## config.mk

```make
export PLATFORM = sky130hd
export DESIGN_NAME = mutex_with_fifo_wait_queue
export DESIGN_NICKNAME = d
export VERILOG_FILES = /design/src/mwq_pkg.sv /design/src/mwq_cell.sv /design/src/mwq_chain.sv /design/src/mutex_with_fifo_wait_queue.sv
export VERILOG_INCLUDE_DIRS = /design/src /design/src/src
export SDC_FILE = /design/constraint.sdc
export NUM_CORES = 1
export LEC_CHECK = 0
export BUFFER_PORTS_ARGS = -buffer_cell sky130_fd_sc_hd__buf_2
export CAP_MARGIN = 10
export CORE_UTILIZATION = 48
export CTS_CLUSTER_DIAMETER = 100
export DETAILED_ROUTE_END_ITERATION = 8
export SLEW_MARGIN = 15
export SYNTH_ARGS = -nofsm -noshare
export SYNTH_HDL_FRONTEND = slang
export SYNTH_SLANG_ARGS = --single-unit
```

## constraint.sdc

```tcl
create_clock -name clk -period 5.5 [get_ports clk]
set_input_delay 1.1 -clock clk [delete_from_list [all_inputs] [get_ports clk]]
set_output_delay 1.1 -clock clk [all_outputs]
set_load 0.01 [all_outputs]
```

## src/mutex_with_fifo_wait_queue_defines.svh

```systemverilog
// Assertion macros for the mutex with FIFO wait queue.
// Used by the top level; expects clk and rst_n in scope.
`ifndef MUTEX_WITH_FIFO_WAIT_QUEUE_DEFINES_SVH
`define MUTEX_WITH_FIFO_WAIT_QUEUE_DEFINES_SVH

// Same-cycle implication, checked outside reset.
`define MWQ_ASSERT_NOW(lbl, ante, cons, msg) \
    lbl: assert property (@(posedge clk) disable iff (!rst_n) (ante) |-> (cons)) \
        else $error(msg);

// Next-cycle implication, checked outside reset.
`define MWQ_ASSERT_NEXT(lbl, ante, cons, msg) \
    lbl: assert property (@(posedge clk) disable iff (!rst_n) (ante) |=> (cons)) \
        else $error(msg);

`endif

```

## src/mwq_pkg.sv

```systemverilog
// Package for the mutex with FIFO wait queue: sizes, codes and the
// transfer and control types. No dependencies.
`default_nettype none

package mwq_pkg;

    localparam int MAX_WAITERS    = 16;
    localparam int THREAD_ID_BITS = 8;
    localparam int ID_W           = 8;
    localparam int OP_W           = 3;
    localparam int STAT_W         = 3;
    localparam int COUNT_W        = 6;
    localparam int CNT_W          = $clog2(MAX_WAITERS + 1);
    localparam int SUM_W          = ((COUNT_W > CNT_W) ? COUNT_W : CNT_W) + 2;

    localparam logic [OP_W-1:0] OP_LOCK       = 3'd0;
    localparam logic [OP_W-1:0] OP_TRYLOCK    = 3'd1;
    localparam logic [OP_W-1:0] OP_UNLOCK     = 3'd2;
    localparam logic [OP_W-1:0] OP_CANCEL     = 3'd3;
    localparam logic [OP_W-1:0] OP_CANCEL_ALL = 3'd4;

    localparam logic [STAT_W-1:0] STAT_OK          = 3'd0;
    localparam logic [STAT_W-1:0] STAT_QUEUED      = 3'd1;
    localparam logic [STAT_W-1:0] STAT_BUSY        = 3'd2;
    localparam logic [STAT_W-1:0] STAT_NOT_OWNER   = 3'd3;
    localparam logic [STAT_W-1:0] STAT_NOT_WAITING = 3'd4;
    localparam logic [STAT_W-1:0] STAT_QUEUE_FULL  = 3'd5;

    typedef struct packed {
        logic [OP_W-1:0] operation;
        logic [ID_W-1:0] thread_id;
    } mwq_req_t;

    typedef struct packed {
        logic [STAT_W-1:0] status;
        logic [ID_W-1:0]   woken_thread;
        logic [ID_W-1:0]   owner_now;
        logic              last;
    } mwq_rsp_t;

    typedef struct packed {
        logic            enq;
        logic            search;
        logic            shift;
        logic            shift_all;
        logic [ID_W-1:0] tid;
    } mwq_ctl_t;

    typedef enum logic [1:0] {
        ST_IDLE,
        ST_EXEC,
        ST_DRAIN
    } mwq_state_t;

endpackage

`default_nettype wire

```

## src/mwq_cell.sv

```systemverilog
// One wait queue slot: holds a thread id, matches it, takes its neighbor's id.
// Depends on mwq_pkg.
`default_nettype none

module mwq_cell
    import mwq_pkg::*;
(
    input  wire logic            clk,
    input  wire mwq_ctl_t        ctl,
    input  wire logic            valid,
    input  wire logic            write_en,
    input  wire logic            hit_in,
    input  wire logic [ID_W-1:0] next_id,
    output logic      [ID_W-1:0] id,
    output logic                 hit_out
);

    logic [ID_W-1:0] id_reg;
    logic [ID_W-1:0] id_next;
    logic            match;

    assign match   = ctl.search & valid & (id_reg == ctl.tid);
    assign hit_out = hit_in | match;
    assign id      = id_reg;

    always_comb
    begin
        id_next = id_reg;
        if (write_en)
        begin
            id_next = ctl.tid;
        end
        else if (ctl.shift && hit_out)
        begin
            id_next = next_id;
        end
    end

    always_ff @(posedge clk)
    begin
        id_reg <= id_next;
    end

endmodule

`default_nettype wire

```

## src/mwq_chain.sv

```systemverilog
// Row of wait queue cells, oldest waiter at the head.
// Depends on mwq_pkg and mwq_cell.
`default_nettype none

module mwq_chain
    import mwq_pkg::*;
(
    input  wire logic             clk,
    input  wire mwq_ctl_t         ctl,
    input  wire logic [CNT_W-1:0] total,
    output logic      [ID_W-1:0]  head,
    output logic                  found
);

    logic [ID_W-1:0]      ids [MAX_WAITERS];
    logic [MAX_WAITERS:0] hit;

    assign hit[0] = ctl.shift_all;
    assign head   = ids[0];
    assign found  = hit[MAX_WAITERS];

    for (genvar i = 0; i < MAX_WAITERS; i++)
    begin : g_cell
        logic [ID_W-1:0] nxt;
        logic            slot_valid;
        logic            slot_write;

        if (i == MAX_WAITERS - 1)
        begin : g_tail
            assign nxt = '0;
        end
        else
        begin : g_mid
            assign nxt = ids[i+1];
        end

        assign slot_valid = (total > CNT_W'(i));
        assign slot_write = ctl.enq && (total == CNT_W'(i));

        mwq_cell u_cell (
            .clk      (clk),
            .ctl      (ctl),
            .valid    (slot_valid),
            .write_en (slot_write),
            .hit_in   (hit[i]),
            .next_id  (nxt),
            .id       (ids[i]),
            .hit_out  (hit[i+1])
        );
    end

endmodule

`default_nettype wire

```

## src/mutex_with_fifo_wait_queue.sv

```systemverilog
// Mutex with FIFO wait queue: top level with control sequencer and result register.
// An item is accepted from idle and executed in the execute state, which registers its
// result once the output is free; no new item is accepted until the state is idle again.
// Cancel-all with waiters drains the queue, one result per waiter, set by the queue head.
// Reset frees the mutex (count one, no owner) and empties the queue; cells hold stale ids.
// Depends on mwq_pkg, mwq_chain and mutex_with_fifo_wait_queue_defines.svh.
`default_nettype none
`include "mutex_with_fifo_wait_queue_defines.svh"

module mutex_with_fifo_wait_queue
    import mwq_pkg::*;
(
    input  wire logic     clk,
    input  wire logic     rst_n,
    input  wire logic     req_valid,
    output logic          req_stall,
    input  wire mwq_req_t req,
    output logic          rsp_valid,
    input  wire logic     rsp_stall,
    output mwq_rsp_t      rsp
);

    localparam logic [ID_W-1:0] ID_MASK = ID_W'((1 << THREAD_ID_BITS) - 1);
    localparam logic signed [COUNT_W-1:0] COUNT_MAX = {1'b0, {(COUNT_W-1){1'b1}}};
    localparam logic signed [COUNT_W-1:0] COUNT_MIN = {1'b1, {(COUNT_W-1){1'b0}}};
    localparam logic signed [COUNT_W-1:0] COUNT_ONE = COUNT_W'(1);

    function automatic logic signed [COUNT_W-1:0] count_add(
        input logic signed [COUNT_W-1:0] cur,
        input logic        [CNT_W-1:0]   amt
    );
        logic signed [SUM_W-1:0] sum;
        logic signed [SUM_W-1:0] lim;
        sum = $signed({{(SUM_W-COUNT_W){cur[COUNT_W-1]}}, cur})
            + $signed({{(SUM_W-CNT_W){1'b0}}, amt});
        lim = $signed({{(SUM_W-COUNT_W){1'b0}}, COUNT_MAX});
        if (sum > lim)
        begin
            return COUNT_MAX;
        end
        return sum[COUNT_W-1:0];
    endfunction

    mwq_state_t                 state_reg, state_next;
    logic [OP_W-1:0]            op_reg, op_next;
    logic [ID_W-1:0]            tid_reg, tid_next;
    logic signed [COUNT_W-1:0]  count_reg, count_next;
    logic [ID_W-1:0]            owner_reg, owner_next;
    logic [CNT_W-1:0]           total_reg, total_next;
    logic [CNT_W-1:0]           remain_reg, remain_next;
    logic                       rsp_valid_reg, rsp_valid_next;
    mwq_rsp_t                   rsp_reg, rsp_next;

    mwq_ctl_t                   ctl;
    logic [ID_W-1:0]            head;
    logic                       found;
    logic                       out_free;
    logic signed [COUNT_W-1:0]  inc_one;

    assign req_stall = (state_reg != ST_IDLE);
    assign rsp_valid = rsp_valid_reg;
    assign rsp       = rsp_reg;
    assign out_free  = !rsp_valid_reg || !rsp_stall;
    assign inc_one   = count_add(count_reg, CNT_W'(1));

    mwq_chain u_chain (
        .clk   (clk),
        .ctl   (ctl),
        .total (total_reg),
        .head  (head),
        .found (found)
    );

    always_comb
    begin
        state_next     = state_reg;
        op_next        = op_reg;
        tid_next       = tid_reg;
        count_next     = count_reg;
        owner_next     = owner_reg;
        total_next     = total_reg;
        remain_next    = remain_reg;
        rsp_valid_next = rsp_valid_reg && rsp_stall;
        rsp_next       = rsp_reg;
        ctl            = '0;
        ctl.tid        = tid_reg;

        case (state_reg)
            ST_IDLE:
            begin
                if (req_valid)
                begin
                    op_next    = req.operation;
                    tid_next   = req.thread_id & ID_MASK;
                    state_next = ST_EXEC;
                end
            end
            ST_EXEC:
            begin
                if (out_free)
                begin
                    rsp_next.status       = STAT_OK;
                    rsp_next.woken_thread = '0;
                    rsp_next.last         = 1'b1;
                    rsp_valid_next        = 1'b1;
                    state_next            = ST_IDLE;
                    case (op_reg)
                        OP_LOCK:
                        begin
                            if (count_reg == COUNT_ONE)
                            begin
                                count_next = '0;
                                owner_next = tid_reg;
                            end
                            else if (tid_reg == '0)
                            begin
                                rsp_next.status = STAT_BUSY;
                            end
                            else if (total_reg == CNT_W'(MAX_WAITERS))
                            begin
                                rsp_next.status = STAT_QUEUE_FULL;
                            end
                            else
                            begin
                                if (count_reg > COUNT_MIN)
                                begin
                                    count_next = count_reg - COUNT_ONE;
                                end
                                ctl.enq         = 1'b1;
                                total_next      = total_reg + CNT_W'(1);
                                rsp_next.status = STAT_QUEUED;
                            end
                        end
                        OP_TRYLOCK:
                        begin
                            if (count_reg == COUNT_ONE)
                            begin
                                count_next = '0;
                                owner_next = tid_reg;
                            end
                            else
                            begin
                                rsp_next.status = STAT_BUSY;
                            end
                        end
                        OP_UNLOCK:
                        begin
                            if (owner_reg != tid_reg)
                            begin
                                rsp_next.status = STAT_NOT_OWNER;
                            end
                            else if (total_reg == '0)
                            begin
                                owner_next = '0;
                                count_next = inc_one[COUNT_W-1] ? COUNT_ONE : inc_one;
                            end
                            else
                            begin
                                ctl.shift             = 1'b1;
                                ctl.shift_all         = 1'b1;
                                rsp_next.woken_thread = head;
                                owner_next            = head;
                                total_next            = total_reg - CNT_W'(1);
                                count_next            = inc_one;
                            end
                        end
                        OP_CANCEL:
                        begin
                            ctl.search = 1'b1;
                            ctl.shift  = 1'b1;
                            if (found)
                            begin
                                total_next = total_reg - CNT_W'(1);
                                count_next = inc_one;
                            end
                            else
                            begin
                                rsp_next.status = STAT_NOT_WAITING;
                            end
                        end
                        OP_CANCEL_ALL:
                        begin
                            if (total_reg != '0)
                            begin
                                count_next     = count_add(count_reg, total_reg);
                                remain_next    = total_reg;
                                total_next     = '0;
                                rsp_valid_next = rsp_valid_reg && rsp_stall;
                                rsp_next       = rsp_reg;
                                state_next     = ST_DRAIN;
                            end
                        end
                        default:
                        begin
                        end
                    endcase
                    rsp_next.owner_now = (state_next == ST_DRAIN) ? rsp_reg.owner_now
                                                                  : owner_next;
                end
            end
            ST_DRAIN:
            begin
                if (out_free)
                begin
                    ctl.shift             = 1'b1;
                    ctl.shift_all         = 1'b1;
                    rsp_next.status       = STAT_OK;
                    rsp_next.woken_thread = head;
                    rsp_next.owner_now    = owner_reg;
                    rsp_next.last         = (remain_reg == CNT_W'(1));
                    rsp_valid_next        = 1'b1;
                    remain_next           = remain_reg - CNT_W'(1);
                    if (remain_reg == CNT_W'(1))
                    begin
                        state_next = ST_IDLE;
                    end
                end
            end
            default:
            begin
                state_next = ST_IDLE;
            end
        endcase
    end

    always_ff @(posedge clk or negedge rst_n)
    begin
        if (!rst_n)
        begin
            state_reg     <= ST_IDLE;
            count_reg     <= COUNT_ONE;
            owner_reg     <= '0;
            total_reg     <= '0;
            remain_reg    <= '0;
            rsp_valid_reg <= 1'b0;
        end
        else
        begin
            state_reg     <= state_next;
            count_reg     <= count_next;
            owner_reg     <= owner_next;
            total_reg     <= total_next;
            remain_reg    <= remain_next;
            rsp_valid_reg <= rsp_valid_next;
        end
    end

    always_ff @(posedge clk)
    begin
        op_reg  <= op_next;
        tid_reg <= tid_next;
        rsp_reg <= rsp_next;
    end

    `MWQ_ASSERT_NOW(a_total_bound, 1'b1, total_reg <= CNT_W'(MAX_WAITERS), "queue length past capacity")
    `MWQ_ASSERT_NOW(a_drain_empty, state_reg == ST_DRAIN, total_reg == '0 && remain_reg != '0, "drain with queue not cleared")
    `MWQ_ASSERT_NEXT(a_drain_out, state_reg == ST_DRAIN && out_free, rsp_valid_reg, "drain step without result")

endmodule

`default_nettype wire
```

==> metrics.txt, run 1 <==
outcome=finished clean; Top Family by Delay on Critical Path=simple AND/OR/NAND/NOR gates; series of cell instances along the critical path=inv_1 > ha_1 > nor4b_4 > nor3_2 > a31oi_4 > nor3b_1 > or4_4 > nand2b_1 > nor4_1 > o21ai_1; final routed DRC violation total=0; required time reported for the critical path endpoint=5.59 ns; start point of the worst hold path=state_reg[0]; largest fanout on the critical path=10; hold bufs inserted after CTS=0; Top FF cell, synth=edfxtp_1; via count of the first global-routing pass=7319; post-DP HPWL=17.9 mm; insertion delay to the later sink of the worst-skew pair=0.43 ns; number of maximum-capacitance violations=0; Largest register FFs=approximately 130; Die Y-Extent=around 150 um; Post-Synthesis Cell Area=11100 um^2; worst setup skew after layout=approximately 0.011 ns; GP Congestion=between 0.9 and 1; routed vias=~7.5k; layout cell share with drive strength beyond 1=0.221; maximum number of pins on one net before global-route repair=35; category of the most critical setup path=reg -> reg; EDFF count, synth=159; Ant. Diodes=0; Post-DRT Antenna Nets=0; final WL=approximately 26 mm; Initial Util=0.491; clock tree from TritonCTS=built; PD cells=slightly above 400 nW/um^2; type of the worst min-delay path=reg -> reg; Mean Syn Cell Area=11.6 um^2; initial detailed-routing violation count=between 500 and 600; number of optimization iterations in the first detailed-route pass=5; routed length per instance=roughly 21 um; number of warnings printed during yosys synthesis=0; H-tree level count=4; post-placement setup slack=1.33 ns; total buffers and inverters traversed by the critical path=1; Final Worst Setup Slack=between 1 and 1.5 ns; area enclosed by the die boundary=about 24000 um^2; CTS Sinks=between 150 and 200; final critical-path share of the clock period=0.748; unique cell type count in the Yosys netlist=75; time the worst path needs with I/O delays and setup=4.11 ns; layout-stage area growth over the synthesis result=8.70%; crit path capture type=flip-flop; number of register bits inferred by synthesis=roughly 190; critical path's slowest cell=or4_4; global-route total usage across every layer=0.227; setup-violating endpoint count in the final report=0; clock-pin slew of the registers on the worst-case setup and hold paths=0.07 ns; number of antenna violations at the first check in global routing=0; total congestion overflow after global routing=0; post-CTS resize count=0; number of rows created at floorplan=55; Top Ports=37; via density per instance=about 6; RSZ-0062 raised after global routing=false; largest stage delay on the critical path=roughly 0.62 ns; Max transition margin=0.349; Critical Path Source Type=flip-flop; Core Box Area=between 20000 and 25000 um^2; Highest Clock Rate=about 240 MHz; Total Power Consumption=just under 0.005 W; slew of the pin with the lowest slew margin=0.951 ns; clock root buffer master=clkbuf_16; Gate Count Post-Synth=roughly 960; arrival time of the worst setup path=between 4 and 5 ns; final-layout fill cell count=1943; Clock Tree Buf Depth=2; launching point of the worst reg2reg path=total_reg[1]; post-synth net total=998; total negative slack for setup checks=0 ns; number of buffers added for setup after CTS=0; leakage power summed over all cells=between 4 and 5 nW; global-route wire length before repair=41.4 mm; asr flop ratio synth=0.145; sequential fraction of the synthesis area=0.489; final-stage net count=roughly 1000; number of slew-limit violations in the final report=0; number of buffers inserted during clock tree synthesis=17; Fin. Hold Viols=0; worst setup path startpoint=total_reg[1]; maximum vdd ir drop=168 uV; Die Span X=about 150 um; total of buffers placed on input and output ports=36
## layout by cell type (no fill, tap or decap), types with 14 or more instances in the layout
cell       instances
edfxtp_1         159
mux2_2           120
xor2_1            96
nand2_1           48
xnor2_1           47
nor2_1            38
buf_2             36
nor4_1            27
o21ai_0           27
dfrtp_1           26
nand3_1           25
a21oi_1           25
inv_1             23
and3_1            20
o22ai_1           20
ha_1              19
clkbuf_16         17
nand4_1           16
nor3_1            15
buf_4             14
## worst register-to-register path: cells and delay by family, from the launching register on
kind                     cells  cell delay, ns
AND/OR/NAND/NOR              6            2.03
AO/OA/AOI/OAI                2            0.69
flip-flops                   1            0.53
adder cells (fa/ha/maj)      1            0.30
buffers and inverters        1            0.22
## Yosys cell counts, types with 3 or more instances
cell type | n | area share
and2b_1 | 3 | 0.0020
o22ai_1 | 20 | 0.011
a31oi_1 | 7 | 0.0039
dfrtp_1 | 26 | 0.058
o31ai_1 | 5 | 0.0034
and3_1 | 20 | 0.011
a21o_1 | 8 | 0.0054
xnor2_1 | 47 | 0.037
nor3_1 | 16 | 0.0072
mux2i_1 | 5 | 0.0045
or3_1 | 5 | 0.0028
and4_1 | 4 | 0.0031
nand4_1 | 16 | 0.0090
and2_1 | 5 | 0.0028
o21ai_0 | 27 | 0.012
o211ai_1 | 3 | 0.0020
mux2_2 | 120 | 0.12
nand3_1 | 25 | 0.011
buf_2 | 20 | 0.0090
nand3b_1 | 3 | 0.0020
clkbuf_1 | 44 | 0.015
a21oi_1 | 25 | 0.011
a211oi_1 | 7 | 0.0047
edfxtp_1 | 159 | 0.43
nor2_1 | 38 | 0.013
nand2_1 | 48 | 0.016
nor4_1 | 27 | 0.015
a211o_1 | 4 | 0.0031
ha_1 | 19 | 0.021
inv_1 | 23 | 0.0077
xor2_1 | 96 | 0.075
a22oi_1 | 8 | 0.0054
nor2b_1 | 12 | 0.0067
nand2b_1 | 6 | 0.0034
a2111oi_0 | 5 | 0.0039
## where the power goes
part / switching, W / leakage, nW / internal [W] / total [W]
combinational: 0.000989 / 2.32 / 0.000609 / 0.00160
clock: 0.000548 / 0.304 / 0.000758 / 0.00131
sequential: 0.000244 / 1.77 / 0.00174 / 0.00199
total: 0.00178 / 4.39 / 0.00311 / 0.00489
## logic make-up after synthesis
logic type      count (synthesis)  share of synthesized area
mux                           127                      0.128
xor+xnor                      143                      0.112
flops                         186                      0.489
compound gates                147                     0.0891
buf+inv                        92                     0.0349
fa+ha+maj                      20                     0.0231
simple gates                  248                      0.123
## final cells by class
class                   count  area, um^2  share of cell area
clock buffers              20         467              0.0385
clock inverters            12         159              0.0131
inverters                  23        86.3             0.00713
multi-input cells         685        5310               0.438
flip-flops and latches    186        5450               0.450
well taps                 285         357              0.0294
repair buffers             50         285              0.0236
## per-stage QoR
stage / std cells / util / cell area, um^2 / hold WS, ns
floorplan: 963 / - / 11100 / 0.489
global placement: 1229 / 0.506 / 11500 / 0.518
detailed placement: 1229 / 0.506 / 11500 / 0.525
CTS: 1261 / 0.533 / 12100 / 0.537
global route: 1261 / 0.533 / 12100 / 0.575
finish: 1261 / 0.533 / 12100 / 0.532
## routing by layer
layer  wire [um]  share of wire  global-route usage
met3        1070          0.041              0.0353
met4         656          0.025              0.0811
met2       12000           0.46               0.363
met1       12200           0.47               0.314
met5           0              0                   0
## path summary, 6_finish.rpt
check	to	slack (ns)	depth (start not counted)
max	u_chain.g_cell[11].u_cell.id[1]	1.39	10
min	state_reg[0]	0.53	1
max reg2reg	u_chain.g_cell[11].u_cell.id[1]	1.39	10
min reg2reg	state_reg[0]	0.53	1
max in group asynchronous	owner_reg[1]	4.35	1
min in group asynchronous	count_reg[2]	0.70	1
Note: power is estimated with default switching activity, not from simulation.
==> run 2: changes to the inputs <==
Settings changed: PLACE_DENSITY from default to 0.67.
Clock period 5.5 ns to 3.6 ns, I/O delays scaled along.
==> run 2 against run 1 <==
  * Largest power group unchanged
  * Sequential share of layout area decreased by 1.3 points
  * Design area increased by 3.0%
  * Core utilization increased by 1.6 points
  * Critical endpoint is now count_reg[1]
  * Highest routed layer unchanged
==> metrics.txt, run 2 (synthesis gave the netlist of run 1 again) <==
outcome=finished clean; leading cell types in the layout, fill and taps excluded=edfxtp_1 (159), mux2_2 (120), xor2_1 (96), buf_4 (52), nand2_1 (48); final WL=between 20 and 25 mm; number of optimization iterations in the first detailed-route pass=5; final routed DRC violation total=0; Core Box Area=around 23000 um^2; post-placement setup slack=around 0.18 ns; Highest Clock Rate=just under 300 MHz; Final Worst Setup Slack=about 0.16 ns; clock share of power=0.248; net switching share of the total power=0.367; switching pwr=between 0.002 and 0.003 W; Seq pwr share=0.382; Largest register FFs=approximately 130; cell count after placement=approximately 1.3k; required time reported for the critical path endpoint=a little under 4 ns; worst setup skew after layout=between 0.01 and 0.015 ns; category of the most critical setup path=reg -> reg; hold slack final=between 0.2 and 0.3 ns; Critical Path Source Type=flip-flop; time the worst path needs with I/O delays and setup=about 3.4 ns; PD cells=607 nW/um^2; post-DP HPWL=around 18 mm; number of rows created at floorplan=55; crit path capture type=flip-flop; number of buffers inserted during clock tree synthesis=17; hold bufs inserted after CTS=0; area enclosed by the die boundary=23800 um^2; clock tree from TritonCTS=built; Top Ports=37; part of the total power dissipated in combinational logic=0.371; total negative slack for setup checks=0 ns; insertion delay to the later sink of the worst-skew pair=0.44 ns; layout-stage area growth over the synthesis result=12.0%; type of the worst min-delay path=in -> async; routed length per instance=about 19 um; CTS Sinks=around 190; largest fanout on the critical path=11; Fin. Hold Viols=0; setup-violating endpoint count in the final report=0; number of antenna violations at the first check in global routing=0; Ant. Diodes=0; leakage power summed over all cells=around 4.6 nW; met3 GRT Util=0.0328; Initial Util=0.491; number of buffers added for setup after CTS=0; Die Span X=around 150 um; final-layout fill cell count=between 1.5k and 2k; Post-DRT Antenna Nets=0; global-route wire length before repair=a little over 40 mm; clock-pin slew of the registers on the worst-case setup and hold paths=about 0.070 ns; Final Instance Count excl. Fillers=between 1k and 1.5k; layout cell share with drive strength beyond 1=0.255; slew of the pin with the lowest slew margin=1.01 ns; H-tree level count=4; RSZ-0062 raised after global routing=false; met1 layer usage reported by global route=0.281; clock root buffer master=clkbuf_16; total congestion overflow after global routing=0; post-layout utilization of the core=0.549; routed vias=7616; Max transition margin=0.327; number of maximum-capacitance violations=0; Most Crowded Layer GR=met2; final-stage net count=1042; maximum number of pins on one net before global-route repair=35; met2 track demand over resource in global routing=0.361; total of buffers placed on input and output ports=36; post-CTS resize count=0; via density per instance=5.84; maximum vdd ir drop=279 uV; number of slew-limit violations in the final report=0; final critical-path share of the clock period=0.957; global-route total usage across every layer=0.215; arrival time of the worst setup path=about 3.8 ns; GP Congestion=about 0.91; initial detailed-routing violation count=roughly 410; Die Y-Extent=154 um; via count of the first global-routing pass=7650; Clock Tree Buf Depth=2; cell-internal power=between 0.004 and 0.005 W; most frequent standard cell in the layout excluding fill and tap cells=edfxtp_1
-- run 2: changes by cell type in the layout (fill, tap and decap cells not counted), sizes merged --
cell    previous run  this run
buf               50        94
clkbuf            20        17
inv               27        30
bufinv             3         1
clkinv             3         5
-- run 2: cell type report --
class | instances | area (um^2) | share of cell area
clock buffers | 17 | 425 | 0.0341
repair buffers | 94 | 691 | 0.0554
inverters | 23 | 86.3 | 0.00692
flip-flops and latches | 186 | 5450 | 0.437
multi-input cells | 685 | 5310 | 0.425
clock inverters | 15 | 158 | 0.0126
well taps | 285 | 357 | 0.0286
-- run 2: power by group through the flow --
stage / logic, W / clock network (W) / registers [W]
global placement: 0.00277 / 0 / 0.00293
floorplan: 0.00187 / 0 / 0.00292
finish: 0.00280 / 0.00187 / 0.00289
global route: 0.00309 / 0.00199 / 0.00293
CTS: 0.00280 / 0.00189 / 0.00289
detailed placement: 0.00279 / 0 / 0.00294
-- run 2: worst max-delay path: stages, from the launching register on --
cell     delay [ns]
dfrtp_1        0.38
inv_1          0.07
ha_1           0.17
nor4b_4        0.35
nor3_2         0.12
a31oi_4        0.21
nor3b_1        0.12
or4_4          0.56
buf_4          0.17
or4_4          0.60
and3_1         0.27
mux2_4         0.31
-- run 2: worst paths after layout --
| path | slack, ns | to | from | cells after the start |
|---|---|---|---|---|
| worst min-delay path | 0.30 | remain_reg[2] | rst_n | 1 |
| max in group asynchronous | 2.88 | owner_reg[4] | rst_n | 1 |
| worst max-delay path | 0.16 | count_reg[1] | total_reg[0] | 11 |
| worst max register to register | 0.16 | count_reg[1] | total_reg[0] | 11 |
| min in group clk | 0.45 | tid_reg[6] | req[6] | 1 |
| worst min register to register | 0.57 | state_reg[0] | state_reg[0] | 1 |
-- run 2: layer usage --
metal | part of all wire | vias up
met5 | 0 | -
met4 | 0.024 | 0
met3 | 0.040 | 38
met2 | 0.48 | 212
met1 | 0.46 | 3706
li1 | - | 3660
-- run 2: stage by stage --
stage	total power (W)	cell area, um^2
after floorplan	0.00479	11100
after global placement	0.00570	11900
after detailed placement	0.00572	11900
after CTS	0.00759	12500
after global routing	0.00800	12500
final	0.00757	12500
==> run 3: changes to the inputs <==
Settings changed: PLACE_DENSITY 0.67 to 0.7.
==> run 3 against run 2 <==
  * Critical endpoint unchanged
  * Sequential power about the same
  * First-iteration DRC count increased by 30%
  * Die area unchanged
  * Core utilization about the same
  * Clock power about the same
  * Combinational power about the same
  * Largest power group unchanged
  * Design area about the same
  * Worst hold slack improved by 0.021 ns
  * Fmax increased by 0.57%
==> metrics.txt, run 3 (synthesis gave the netlist of run 1 again) <==
outcome=finished clean; layout cell share with drive strength beyond 1=0.262; arrival time of the worst setup path=about 3.7 ns; post-layout utilization of the core=0.550; critical path's slowest cell=or4_4; Max transition margin=0.476; switching pwr=about 0.0028 W; setup-violating endpoint count in the final report=0; Top Family by Delay on Critical Path=simple AND/OR/NAND/NOR gates; Die Y-Extent=154 um; Fin. Hold Viols=0; type of the worst min-delay path=in -> async; net switching share of the total power=0.367; clock share of power=0.245; Highest Clock Rate=around 300 MHz; category of the most critical setup path=reg -> reg; number of antenna violations at the first check in global routing=0; routed vias=7746; number of optimization iterations in the first detailed-route pass=5; clock root buffer master=clkbuf_16; Ant. Diodes=0; PD cells=606 nW/um^2; total negative slack for setup checks=0 ns; final routed DRC violation total=0; maximum number of pins on one net before global-route repair=28; post-DP HPWL=about 19 mm; CTS Sinks=about 190; layout-stage area growth over the synthesis result=12.1%; number of maximum-capacitance violations=0; number of slew-limit violations in the final report=0; total buffers and inverters traversed by the critical path=1; initial detailed-routing violation count=535; total congestion overflow after global routing=0; Core Box Area=22700 um^2; GP Congestion=0.947; Post-DRT Antenna Nets=0; H-tree level count=4; final critical-path share of the clock period=0.951; hold bufs inserted after CTS=0; clock-pin slew of the registers on the worst-case setup and hold paths=around 0.080 ns; number of rows created at floorplan=55; RSZ-0062 raised after global routing=false; hold slack final=between 0.3 and 0.4 ns; Seq pwr share=0.386; cell count after placement=1279; total of buffers placed on input and output ports=36; via density per instance=roughly 5.9; maximum vdd ir drop=327 uV; most frequent standard cell in the layout excluding fill and tap cells=edfxtp_1; final-stage net count=1050; series of cell instances along the critical path=inv_1 > ha_1 > nor4b_4 > nor3_2 > a31oi_4 > nor3b_1 > or4_4 > or4_4 > and3_1 > mux2_4; post-placement setup slack=approximately 0.17 ns; final WL=roughly 26 mm; Die Span X=between 150 and 200 um; global-route wire length before repair=roughly 41 mm; Critical Path Source Type=flip-flop; Initial Util=0.491; clock tree from TritonCTS=built; global-route total usage across every layer=0.221; number of buffers inserted during clock tree synthesis=17; cell-internal power=~0.0048 W; largest stage delay on the critical path=between 0.6 and 0.7 ns; slew of the pin with the lowest slew margin=between 0.7 and 0.8 ns; Largest register FFs=around 130; leakage power summed over all cells=roughly 4.6 nW; most common cell type on the critical path=or4_4; area enclosed by the die boundary=~24000 um^2; Final Worst Setup Slack=about 0.18 ns; crit path capture type=flip-flop; Clock Tree Buf Depth=2; required time reported for the critical path endpoint=3.91 ns; largest fanout on the critical path=11; insertion delay to the later sink of the worst-skew pair=between 0.4 and 0.5 ns; via count of the first global-routing pass=~7.6k; leading cell types in the layout, fill and taps excluded=edfxtp_1 (159), mux2_2 (120), xor2_1 (96), buf_4 (64), nand2_1 (48); final-layout fill cell count=~1.9k; part of the total power dissipated in combinational logic=0.369; routed length per instance=about 19 um; Final Instance Count excl. Fillers=1313; worst setup skew after layout=0.0148 ns; time the worst path needs with I/O delays and setup=3.42 ns; Top Ports=37
[run 3: cell types whose count changed in the layout (fill, tap and decap cells not counted)]
cell / delta
clkbuf_8: +2
o21ai_1: -1
clkinv_4: -1
clkinvlp_4: +1
buf_12: -4
clkinv_8: -1
o21ai_2: +1
clkinv_2: -1
buf_4: +12
inv_8: -3
inv_6: +3
[run 3: metal layers]
layer,part of all wire,vias up,global-route usage
met2,0.48,221,0.361
met5,0,-,0
met3,0.044,35,0.0392
met4,0.025,0,0.0702
li1,-,3675,-
met1,0.46,3815,0.300
[run 3: metrics by stage]
step                total power [W]  instance area, um^2
finish                      0.00757                12500
global route                0.00798                12500
floorplan                   0.00479                11100
CTS                         0.00757                12500
detailed placement          0.00572                11900
global placement            0.00569                11900
[run 3: worst paths after layout]
path | start | depth (start not counted) | end | slack (ns)
worst max-delay path | total_reg[0] | 10 | count_reg[1] | 0.18
worst min-delay path | rst_n | 1 | total_reg[2] | 0.32
worst max register to register | total_reg[0] | 10 | count_reg[1] | 0.18
worst min register to register | state_reg[0] | 1 | state_reg[0] | 0.55
max in group asynchronous | rst_n | 1 | remain_reg[0] | 2.85
min in group clk | req[3] | 1 | tid_reg[3] | 0.46
[run 3: timing repair]
action | 4_1_cts | 5_1_grt
gates resized for setup | 0 | 1
buffers inserted | 0 | 2
endpoints found under the setup margin | 0 | 9
[run 3: power groups by stage]
stage	registers (W)	logic [W]	clock network [W]
finish	0.00292	0.00279	0.00186
detailed placement	0.00296	0.00276	0
CTS	0.00292	0.00277	0.00188
global placement	0.00296	0.00273	0
floorplan	0.00292	0.00187	0
global route	0.00295	0.00306	0.00197
[run 3: final cells by class]
class,instances,area (um^2),area share
inverter,23,86.3,0.00692
tap,285,357,0.0286
clock inverter,13,128,0.0102
sequential,186,5450,0.437
timing repair buffer,102,701,0.0561
multi-input combinational,685,5310,0.425
clock buffer,19,453,0.0363
